==> config.mk <==
export PLATFORM = sky130hd
export DESIGN_NAME = node_table_oldest_eviction
export DESIGN_NICKNAME = d
export VERILOG_FILES = /design/src/design/ntoe_pkg.sv /design/src/design/ntoe_ram.sv /design/src/design/ntoe_scan.sv /design/src/design/node_table_oldest_eviction.sv
export SDC_FILE = /design/constraint.sdc
export NUM_CORES = 2
export LEC_CHECK = 0
export BUFFER_PORTS_ARGS = -buffer_cell sky130_fd_sc_hd__buf_2
export CAP_MARGIN = 20
export CORE_MARGIN = 2
export CORE_UTILIZATION = 33
export CTS_CLUSTER_DIAMETER = 60
export CTS_CLUSTER_SIZE = 20
export DETAILED_ROUTE_END_ITERATION = 10
export GPL_TIMING_DRIVEN = 1
export PLACE_DENSITY = 0.48
export SETUP_SLACK_MARGIN = 0.4
export SYNTH_ARGS = -nofsm -noshare
export SYNTH_HDL_FRONTEND = slang
export SYNTH_SLANG_ARGS = --single-unit
==> constraint.sdc <==
create_clock -name clk_i -period 10.08 [get_ports clk_i]
set_input_delay 2.016 -clock clk_i [delete_from_list [all_inputs] [get_ports clk_i]]
set_output_delay 2.016 -clock clk_i [all_outputs]
set_load 0.02 [all_outputs]
==> src/design/ntoe_pkg.sv <==
// ----------------------------------------------------------------------------
// Node table package
// Shared entry layout, request mode codes and constants for the node table.
// ----------------------------------------------------------------------------
package ntoe_pkg;

  localparam logic [1:0] MODE_OBSERVE = 2'd0;
  localparam logic [1:0] MODE_CLEAR   = 2'd1;
  localparam logic [1:0] MODE_READ    = 2'd2;

  localparam int unsigned NODE_TAG_MIN_LEN = 5;

  typedef struct packed {
    logic [47:0] address;
    logic [7:0]  signal;
    logic [31:0] last_seen;
    logic [31:0] packets;
    logic [15:0] node_tag;
  } entry_t;

endpackage

==> src/design/ntoe_ram.sv <==
// ----------------------------------------------------------------------------
// Generic RAM
// Single write port, single read port with registered read data.
// ----------------------------------------------------------------------------
module ntoe_ram #(
  parameter int WIDTH = 8,
  parameter int DEPTH = 16
) (
  input  logic                     clk_i,
  input  logic                     we_i,
  input  logic [$clog2(DEPTH)-1:0] waddr_i,
  input  logic [WIDTH-1:0]         wdata_i,
  input  logic                     re_i,
  input  logic [$clog2(DEPTH)-1:0] raddr_i,
  output logic [WIDTH-1:0]         rdata_o
);

  logic [WIDTH-1:0] mem_q [DEPTH];
  logic [WIDTH-1:0] rdata_q;

  always_ff @(posedge clk_i) begin
    if (we_i) begin
      mem_q[waddr_i] <= wdata_i;
    end
    if (re_i) begin
      rdata_q <= mem_q[raddr_i];
    end
  end

  assign rdata_o = rdata_q;

endmodule

==> src/design/ntoe_scan.sv <==
// ----------------------------------------------------------------------------
// Node table scan unit
// Compares one stored entry per cycle, while sample_i is set, against the request address and keeps
// the first match and the entry with the oldest last-seen time.
// ----------------------------------------------------------------------------
module ntoe_scan #(
  parameter int IDX_W = 4
) (
  input  logic                 clk_i,
  input  logic                 rst_ni,
  input  logic                 start_i,
  input  logic                 sample_i,
  input  logic [IDX_W-1:0]     index_i,
  input  ntoe_pkg::entry_t     entry_i,
  input  logic [47:0]          key_i,
  output logic                 hit_o,
  output logic [IDX_W-1:0]     hit_idx_o,
  output ntoe_pkg::entry_t     hit_entry_o,
  output logic [IDX_W-1:0]     old_idx_o
);

  import ntoe_pkg::*;

  logic             hit_q;
  logic             has_old_q;
  logic [IDX_W-1:0] hit_idx_q;
  entry_t           hit_entry_q;
  logic [IDX_W-1:0] old_idx_q;
  logic [31:0]      old_time_q;
  logic             match;
  logic             older;

  assign match = sample_i && !hit_q && (entry_i.address == key_i);
  assign older = sample_i && (!has_old_q || (entry_i.last_seen < old_time_q));

  always_ff @(posedge clk_i or negedge rst_ni) begin
    if (!rst_ni) begin
      hit_q     <= 1'b0;
      has_old_q <= 1'b0;
    end else if (start_i) begin
      hit_q     <= 1'b0;
      has_old_q <= 1'b0;
    end else begin
      if (match) begin
        hit_q <= 1'b1;
      end
      if (older) begin
        has_old_q <= 1'b1;
      end
    end
  end

  always_ff @(posedge clk_i) begin
    if (match) begin
      hit_idx_q   <= index_i;
      hit_entry_q <= entry_i;
    end
    if (older) begin
      old_idx_q  <= index_i;
      old_time_q <= entry_i.last_seen;
    end
  end

  assign hit_o       = hit_q;
  assign hit_idx_o   = hit_idx_q;
  assign hit_entry_o = hit_entry_q;
  assign old_idx_o   = old_idx_q;

endmodule

==> src/design/node_table_oldest_eviction.sv <==
// ----------------------------------------------------------------------------
// Node table with oldest-entry eviction
// Learns radio nodes by address, tracks signal, time, packet counts and short
// ids, and replaces the least recently seen node when the table is full.
// ----------------------------------------------------------------------------
//
//   Channel   Direction  Handshake                 Payload
//   --------  ---------  ------------------------  ------------------------------
//   request   in         in_valid_i / in_stall_o   mode, address, signal, time,
//                                                  length, destination, index
//   result    out        out_valid_o / out_stall_i slot, flags, entry, counts
//
// An observe request on a non-empty table first scans every filled entry: the scan
// reads one table entry per cycle through the single RAM read port and the shared
// compare unit. An observe on an empty table, and the clear, read and unused
// modes, go straight from the idle state to the finish state.
// Reset clears the fill count and the packet total; table contents are not
// cleared and are never shown before they are written.
// A stalled result holds the finishing request; a new request is accepted
// while a result still waits at the output.
// ----------------------------------------------------------------------------
module node_table_oldest_eviction #(
  parameter int TABLE_DEPTH = 16
) (
  input  logic               clk_i,
  input  logic               rst_ni,
  input  logic               in_valid_i,
  output logic               in_stall_o,
  input  logic [1:0]         mode_i,
  input  logic [47:0]        node_address_i,
  input  logic signed [7:0]  signal_level_i,
  input  logic [31:0]        time_ms_i,
  input  logic [7:0]         packet_length_i,
  input  logic [15:0]        destination_id_i,
  input  logic [3:0]         read_index_i,
  output logic               out_valid_o,
  input  logic               out_stall_i,
  output logic [3:0]         slot_o,
  output logic               was_hit_o,
  output logic               was_evicted_o,
  output logic               entry_valid_o,
  output logic [47:0]        entry_address_o,
  output logic signed [7:0]  entry_signal_o,
  output logic [31:0]        entry_last_seen_o,
  output logic [31:0]        entry_packets_o,
  output logic [15:0]        entry_short_id_o,
  output logic [4:0]         fill_count_o,
  output logic [31:0]        total_packets_o
);

  import ntoe_pkg::*;

  localparam int IW = $clog2(TABLE_DEPTH);
  localparam int CW = $clog2(TABLE_DEPTH + 1);
  localparam int EW = $bits(entry_t);

  typedef enum logic [1:0] {
    ST_IDLE,
    ST_SCAN,
    ST_FINISH
  } state_e;

  state_e        state_q, state_d;
  logic [1:0]    mode_q, mode_d;
  logic [47:0]   key_q, key_d;
  logic [7:0]    signal_q, signal_d;
  logic [31:0]   time_q, time_d;
  logic [7:0]    len_q, len_d;
  logic [15:0]   dest_q, dest_d;
  logic [3:0]    ridx_q, ridx_d;
  logic          rd_ok_q, rd_ok_d;
  logic [CW-1:0] used_q, used_d;
  logic [31:0]   total_q, total_d;
  logic [CW-1:0] scan_q, scan_d;
  logic          cmp_v_q, cmp_v_d;
  logic [IW-1:0] cmp_idx_q, cmp_idx_d;
  logic          out_valid_q, out_valid_d;
  logic [3:0]    slot_q, slot_d;
  logic          hit_q, hit_d;
  logic          evict_q, evict_d;
  logic          valid_q, valid_d;
  entry_t        entry_q, entry_d;
  logic [4:0]    fill_q, fill_d;

  logic          ram_we;
  logic [IW-1:0] ram_waddr;
  entry_t        ram_wdata;
  logic          ram_re;
  logic [IW-1:0] ram_raddr;
  logic [EW-1:0] ram_rdata;
  entry_t        rd_entry;

  logic          scan_start;
  logic          scan_hit;
  logic [IW-1:0] scan_hit_idx;
  entry_t        scan_hit_entry;
  logic [IW-1:0] scan_old_idx;

  logic          accept;
  logic          rd_ok_now;
  logic          scan_more;
  logic          finish_go;
  logic          full;
  logic [IW-1:0] wr_idx;
  entry_t        new_e;

  assign rd_entry   = entry_t'(ram_rdata);
  assign accept     = (state_q == ST_IDLE) && in_valid_i;
  assign rd_ok_now  = 32'(read_index_i) < 32'(used_q);
  assign scan_more  = scan_q < used_q;
  assign scan_start = accept;
  assign finish_go  = (state_q == ST_FINISH) && !(out_valid_q && out_stall_i);
  assign full       = used_q == CW'(TABLE_DEPTH);

  ntoe_ram #(
    .WIDTH (EW),
    .DEPTH (TABLE_DEPTH)
  ) u_ram (
    .clk_i   (clk_i),
    .we_i    (ram_we),
    .waddr_i (ram_waddr),
    .wdata_i (ram_wdata),
    .re_i    (ram_re),
    .raddr_i (ram_raddr),
    .rdata_o (ram_rdata)
  );

  ntoe_scan #(
    .IDX_W (IW)
  ) u_scan (
    .clk_i       (clk_i),
    .rst_ni      (rst_ni),
    .start_i     (scan_start),
    .sample_i    (cmp_v_q),
    .index_i     (cmp_idx_q),
    .entry_i     (rd_entry),
    .key_i       (key_q),
    .hit_o       (scan_hit),
    .hit_idx_o   (scan_hit_idx),
    .hit_entry_o (scan_hit_entry),
    .old_idx_o   (scan_old_idx)
  );

  always_comb begin
    ram_re    = 1'b0;
    ram_raddr = IW'(scan_q);
    if (accept && (mode_i == MODE_READ) && rd_ok_now) begin
      ram_re    = 1'b1;
      ram_raddr = IW'(read_index_i);
    end else if ((state_q == ST_SCAN) && scan_more) begin
      ram_re = 1'b1;
    end
  end

  always_comb begin
    new_e = '0;
    if (scan_hit) begin
      wr_idx         = scan_hit_idx;
      new_e.packets  = scan_hit_entry.packets + 32'd1;
      new_e.node_tag = scan_hit_entry.node_tag;
    end else begin
      wr_idx        = full ? scan_old_idx : IW'(used_q);
      new_e.packets = 32'd1;
    end
    new_e.address   = key_q;
    new_e.signal    = signal_q;
    new_e.last_seen = time_q;
    if (len_q >= 8'(NODE_TAG_MIN_LEN)) begin
      new_e.node_tag = dest_q;
    end
  end

  assign ram_we    = finish_go && (mode_q == MODE_OBSERVE);
  assign ram_waddr = wr_idx;
  assign ram_wdata = new_e;

  always_comb begin
    state_d     = state_q;
    mode_d      = mode_q;
    key_d       = key_q;
    signal_d    = signal_q;
    time_d      = time_q;
    len_d       = len_q;
    dest_d      = dest_q;
    ridx_d      = ridx_q;
    rd_ok_d     = rd_ok_q;
    used_d      = used_q;
    total_d     = total_q;
    scan_d      = scan_q;
    cmp_v_d     = 1'b0;
    cmp_idx_d   = cmp_idx_q;
    out_valid_d = out_valid_q && out_stall_i;
    slot_d      = slot_q;
    hit_d       = hit_q;
    evict_d     = evict_q;
    valid_d     = valid_q;
    entry_d     = entry_q;
    fill_d      = fill_q;

    unique case (state_q)
      ST_IDLE: begin
        if (in_valid_i) begin
          mode_d   = mode_i;
          key_d    = node_address_i;
          signal_d = signal_level_i;
          time_d   = time_ms_i;
          len_d    = packet_length_i;
          dest_d   = destination_id_i;
          ridx_d   = read_index_i;
          rd_ok_d  = rd_ok_now;
          scan_d   = '0;
          if ((mode_i == MODE_OBSERVE) && (used_q != '0)) begin
            state_d = ST_SCAN;
          end else begin
            state_d = ST_FINISH;
          end
        end
      end
      ST_SCAN: begin
        if (scan_more) begin
          scan_d    = scan_q + CW'(1);
          cmp_v_d   = 1'b1;
          cmp_idx_d = IW'(scan_q);
        end
        if (cmp_v_q && (CW'(cmp_idx_q) == used_q - CW'(1))) begin
          state_d = ST_FINISH;
        end
      end
      ST_FINISH: begin
        if (finish_go) begin
          state_d     = ST_IDLE;
          out_valid_d = 1'b1;
          slot_d      = '0;
          hit_d       = 1'b0;
          evict_d     = 1'b0;
          valid_d     = 1'b0;
          entry_d     = '0;
          unique case (mode_q)
            MODE_OBSERVE: begin
              total_d = total_q + 32'd1;
              if (!scan_hit && !full) begin
                used_d = used_q + CW'(1);
              end
              slot_d  = 4'(wr_idx);
              hit_d   = scan_hit;
              evict_d = !scan_hit && full;
              valid_d = 1'b1;
              entry_d = new_e;
            end
            MODE_CLEAR: begin
              used_d = '0;
            end
            MODE_READ: begin
              slot_d  = ridx_q;
              valid_d = rd_ok_q;
              if (rd_ok_q) begin
                entry_d = rd_entry;
              end
            end
            default: begin
            end
          endcase
          fill_d = 5'(used_d);
        end
      end
      default: begin
        state_d = ST_IDLE;
      end
    endcase
  end

  always_ff @(posedge clk_i or negedge rst_ni) begin
    if (!rst_ni) begin
      state_q     <= ST_IDLE;
      used_q      <= '0;
      total_q     <= '0;
      scan_q      <= '0;
      cmp_v_q     <= 1'b0;
      out_valid_q <= 1'b0;
    end else begin
      state_q     <= state_d;
      used_q      <= used_d;
      total_q     <= total_d;
      scan_q      <= scan_d;
      cmp_v_q     <= cmp_v_d;
      out_valid_q <= out_valid_d;
    end
  end

  always_ff @(posedge clk_i) begin
    mode_q    <= mode_d;
    key_q     <= key_d;
    signal_q  <= signal_d;
    time_q    <= time_d;
    len_q     <= len_d;
    dest_q    <= dest_d;
    ridx_q    <= ridx_d;
    rd_ok_q   <= rd_ok_d;
    cmp_idx_q <= cmp_idx_d;
    slot_q    <= slot_d;
    hit_q     <= hit_d;
    evict_q   <= evict_d;
    valid_q   <= valid_d;
    entry_q   <= entry_d;
    fill_q    <= fill_d;
  end

  assign in_stall_o        = state_q != ST_IDLE;
  assign out_valid_o       = out_valid_q;
  assign slot_o            = slot_q;
  assign was_hit_o         = hit_q;
  assign was_evicted_o     = evict_q;
  assign entry_valid_o     = valid_q;
  assign entry_address_o   = entry_q.address;
  assign entry_signal_o    = signed'(entry_q.signal);
  assign entry_last_seen_o = entry_q.last_seen;
  assign entry_packets_o   = entry_q.packets;
  assign entry_short_id_o  = entry_q.node_tag;
  assign fill_count_o      = fill_q;
  assign total_packets_o   = total_q;

  // The fill count never exceeds the table depth.
  assert property (@(posedge clk_i) disable iff (!rst_ni)
    32'(used_q) <= 32'(TABLE_DEPTH))
    else $error("fill count above table depth");

  // An eviction is only reported for a miss on a full table.
  assert property (@(posedge clk_i) disable iff (!rst_ni)
    (out_valid_q && evict_q) |-> (!hit_q && (fill_q == 5'(TABLE_DEPTH))))
    else $error("eviction reported without a full table");

  // A finished request waits while the output is blocked.
  assert property (@(posedge clk_i) disable iff (!rst_ni)
    ((state_q == ST_FINISH) && out_valid_q && out_stall_i) |=> (state_q == ST_FINISH))
    else $error("result overwritten while stalled");

  // The packet total moves by at most one per cycle.
  assert property (@(posedge clk_i) disable iff (!rst_ni)
    (total_q != $past(total_q)) |-> (total_q == $past(total_q) + 32'd1))
    else $error("packet total jumped");

endmodule

==> metrics.csv <==
stage,metric,value,unit
outcome,status,finished clean,
global_route,grt_usage,20.0,%
final_layout,drive_above_1_share,12.4,%
cts,cts_tree,built,
pwr,intPower,19700,uW
critical_path,cp_num_buf_inv,5,
timing,hold_viol,0,
route,wl_met2,154000,microns
final_layout,seq_area,81400,sq um
timing,slew_violations,0,
logic_synthesis,syn_area_per_cell,15.3,sq um
critical_path,cp_common_cell,buf_4,
floorplanning,die_width,566,microns
logic_synthesis,synth-edff-count,2671,
placed_design,dp_hpwl,172000,microns
logic_synthesis,ys_types,63,
cts,postCtsSetupBuffers,0,
placed_design,port_buffers,303,
pwr,p_switching,8990,uW
pwr,ir_drop,0.241,mV
timing,relSlewSlack,19.2,%
final_layout,nets,7265,
cts,cts-buffers-inserted,199,
cts,clk_latency,0.91,ns
timing,setup_viol,0,
critical_path,crit_chain,buf_2 > nand2_2 > inv_8 > nand4b_2 > a31oi_4 > buf_4 > mux2i_4 > buf_4 > buf_4 > mux4_2 > a22oi_1 > nand2_1,
floorplanning,initial_core_util,33.2,%
critical_path,slowest_delay,0.87,ns
timing,fin_crit,5.78,ns
floorplanning,io-pin-count,304,
job,drv_cap,0,
timing,fin_setup_tns,0,ns
timing,period_share,57.4,%
logic_synthesis,yosys_warnings,0,
critical_path,critPathCaptureType,flip-flop,
cts,cts_resized,0,
cts,htreeDepth,4,
critical_path,start_kind,input port,
logic_synthesis,synth_seq_area_share,78.0,%
cts,clk_pin_slew_worst_paths,0.08,ns
route,detail-route-antenna-nets,0,
placed_design,gp_congestion,0.772,
critical_path,critPathMaxFanout,48,
pwr,p_leak,0.0389,uW
logic_synthesis,ys_seq_elements,2719,
global_route,gr-total-overflow,0,
logic_synthesis,synth_cells,6823,
floorplanning,core_area,315000,sq um
route,vias,60849,
timing,finalClockSkew,0.0587,ns
cts,cts-root-buf,clkbuf_16,
pwr,p_sw_share,31.3,%
route,routed.top_layer,met5,
logic_synthesis,synth-main-ff-cell,edfxtp_1,
pwr,power_frac_comb,18.8,%
critical_path,critPathKind,input port to flip-flop,
cts,ctsHoldBuffers,0,
global_route,grt_max_degree,161,
route,wl_met1,144000,microns
route,drt_iter0_markers,6474,
worst_hold_path,hold_path.class,flip-flop to flip-flop,
critical_path,crit_slowest_cell,mux2i_4,
placed_design,placedInstanceArea,111000,sq um
cts,clockBufferDepth,4,
final_layout,fin_area,118000,sq um
timing,tightest_slew,1.20,ns
final_layout,multiInputGateArea,21100,sq um
route,avgViaCountPerCell,5.33,
global_route,antenna_found_initial,25,
route,wl_per_cell,29.0,microns
logic_synthesis,synth_nets,6988,
final_layout,synthToLayoutAreaGrowth,13.1,%
pwr,p_per_area,243,nW/um^2
floorplanning,die_h,566,microns
timing,fmaxAchievable,173,MHz
floorplanning,rows,206,
logic_synthesis,syn_area,104000,sq um
logic_synthesis,async_flop_share,1.77,%
route,drc,0,
critical_path,required,10.73,ns
pwr,seq_power_share,50.8,%
route,dr.pass1.iters,5,
critical_path,arrival,6.43,ns
critical_path,critPathTopFamily,buffers and inverters,
global_route,grt_pass1_vias,58875,
global_route,grt_pass1_wl,460000,microns
timing,rsz0062_at_grt,false,
route,routed_wl,331000,microns
cts,clock-sinks,2719,
final_layout,fillers,29316,
floorplanning,dieArea,321000,sq um
pwr,power_frac_clock,30.4,%
route,met3_length,22700,microns
[final timing paths]
check | startpoint | end | slack, ns | cells after the start
worst max-delay path | in_valid_i | u_ram.rdata_o[66]$_DFFE_PP_ | 4.30 | 12
worst min-delay path | total_packets_o[31]$_DFFE_PN0P_ | total_packets_o[31]$_DFFE_PN0P_ | 0.46 | 1
worst max register to register | state_q[1]$_DFFE_PN0P_ | u_ram.rdata_o[66]$_DFFE_PP_ | 4.92 | 12
worst min register to register | total_packets_o[31]$_DFFE_PN0P_ | total_packets_o[31]$_DFFE_PN0P_ | 0.46 | 1
max in group asynchronous | rst_ni | u_scan.hit_o$_DFFE_PN0P_ | 8.24 | 2
min in group asynchronous | rst_ni | total_packets_o[27]$_DFFE_PN0P_ | 1.28 | 2
[flip-flops by register name (all words and copies together), names as in the netlist, 48 cells and up]
register	cells
key_q	48
u_ram.rdata_o	136
u_scan.hit_entry_o	48
entry_address_o	48
u_ram.mem_q	2176
[worst reg2reg max path, cell delays in order (launching register included)]
cell      delay [ns]
dfrtp_1         0.45
nor2_2          0.16
nand2_2         0.14
inv_8           0.36
nand4b_2        0.23
a31oi_4         0.18
buf_4           0.33
mux2i_4         0.88
buf_4           0.62
buf_4           0.69
mux4_2          0.62
a22oi_1         0.19
nand2_1         0.08
[final cells by class]
cell class                 instances  share of cell area, %
antenna                            2                0.00424
clock buffer                     214                   4.32
clock inverter                   136                   1.53
inverter                          72                  0.242
multi-input combinational       3638                   17.8
sequential                      2719                   69.0
tap                             4160                   4.41
timing repair buffer             470                   2.66
[stage by stage]
stage / util, % / total power, uW / instances / setup WS, ns / hold WS (ns)
after floorplan: - / 17700 / 6823 / 1.15 / 0.426
after global placement: 35.3 / 20300 / 11047 / 3.21 / 0.435
after detailed placement: 35.3 / 20300 / 11051 / 3.33 / 0.434
after CTS: 37.5 / 29000 / 11401 / 4.34 / 0.443
after global routing: 37.5 / 29800 / 11410 / 4.09 / 0.461
final: 37.5 / 28700 / 11411 / 4.30 / 0.459
[layout by cell type (no fill, tap or decap), types with 76 or more instances in the layout]
master,synthesis,routed
a21oi_1,318,318
a22o_1,122,122
a22oi_1,78,78
a31oi_1,78,77
a32oi_1,76,76
buf_2,202,303
buf_4,17,136
clkbuf_16,0,202
edfxtp_1,2671,2671
mux2i_1,151,150
nand2_1,1292,1289
nand3_1,434,432
nand4_1,85,85
nor2_1,269,247
o21ai_0,104,95
[cells by family after synthesis]
group	share of synthesized area (%)
buf+inv	2.11
fa+ha+maj	0.516
simple gates	8.88
xor+xnor	0.881
compound gates	7.11
flops	78.0
mux	2.48
[power groups by stage]
stage | Combinational, uW | Clock, uW | Sequential (uW)
floorplan | 2930 | 0 | 14800
global placement | 5410 | 0 | 14800
detailed placement | 5440 | 0 | 14900
CTS | 5460 | 8900 | 14600
global route | 5800 | 9280 | 14700
finish | 5390 | 8720 | 14600
[Yosys cell counts (71+ instances only)]
master    instances  area share [%]
a21oi_1         318             1.5
a22o_1          122             1.0
a22oi_1          78            0.56
a31oi_1          78            0.47
a32oi_1          76            0.64
buf_2           202            0.97
clkbuf_1        134            0.48
edfxtp_1       2671              77
inv_1            71            0.26
mux2i_1         151             1.4
nand2_1        1292             4.6
nand3_1         434             2.1
nand4_1          85            0.51
nor2_1          269            0.97
o21ai_0         104            0.50
[routing by layer]
metal,up-vias,track usage [%]
met5,-,0
met4,24,5.75
met3,396,3.45
met2,2116,32.1
met1,31769,27.8
li1,26544,-
No activity file was read; power rests on OpenSTA's default activity.
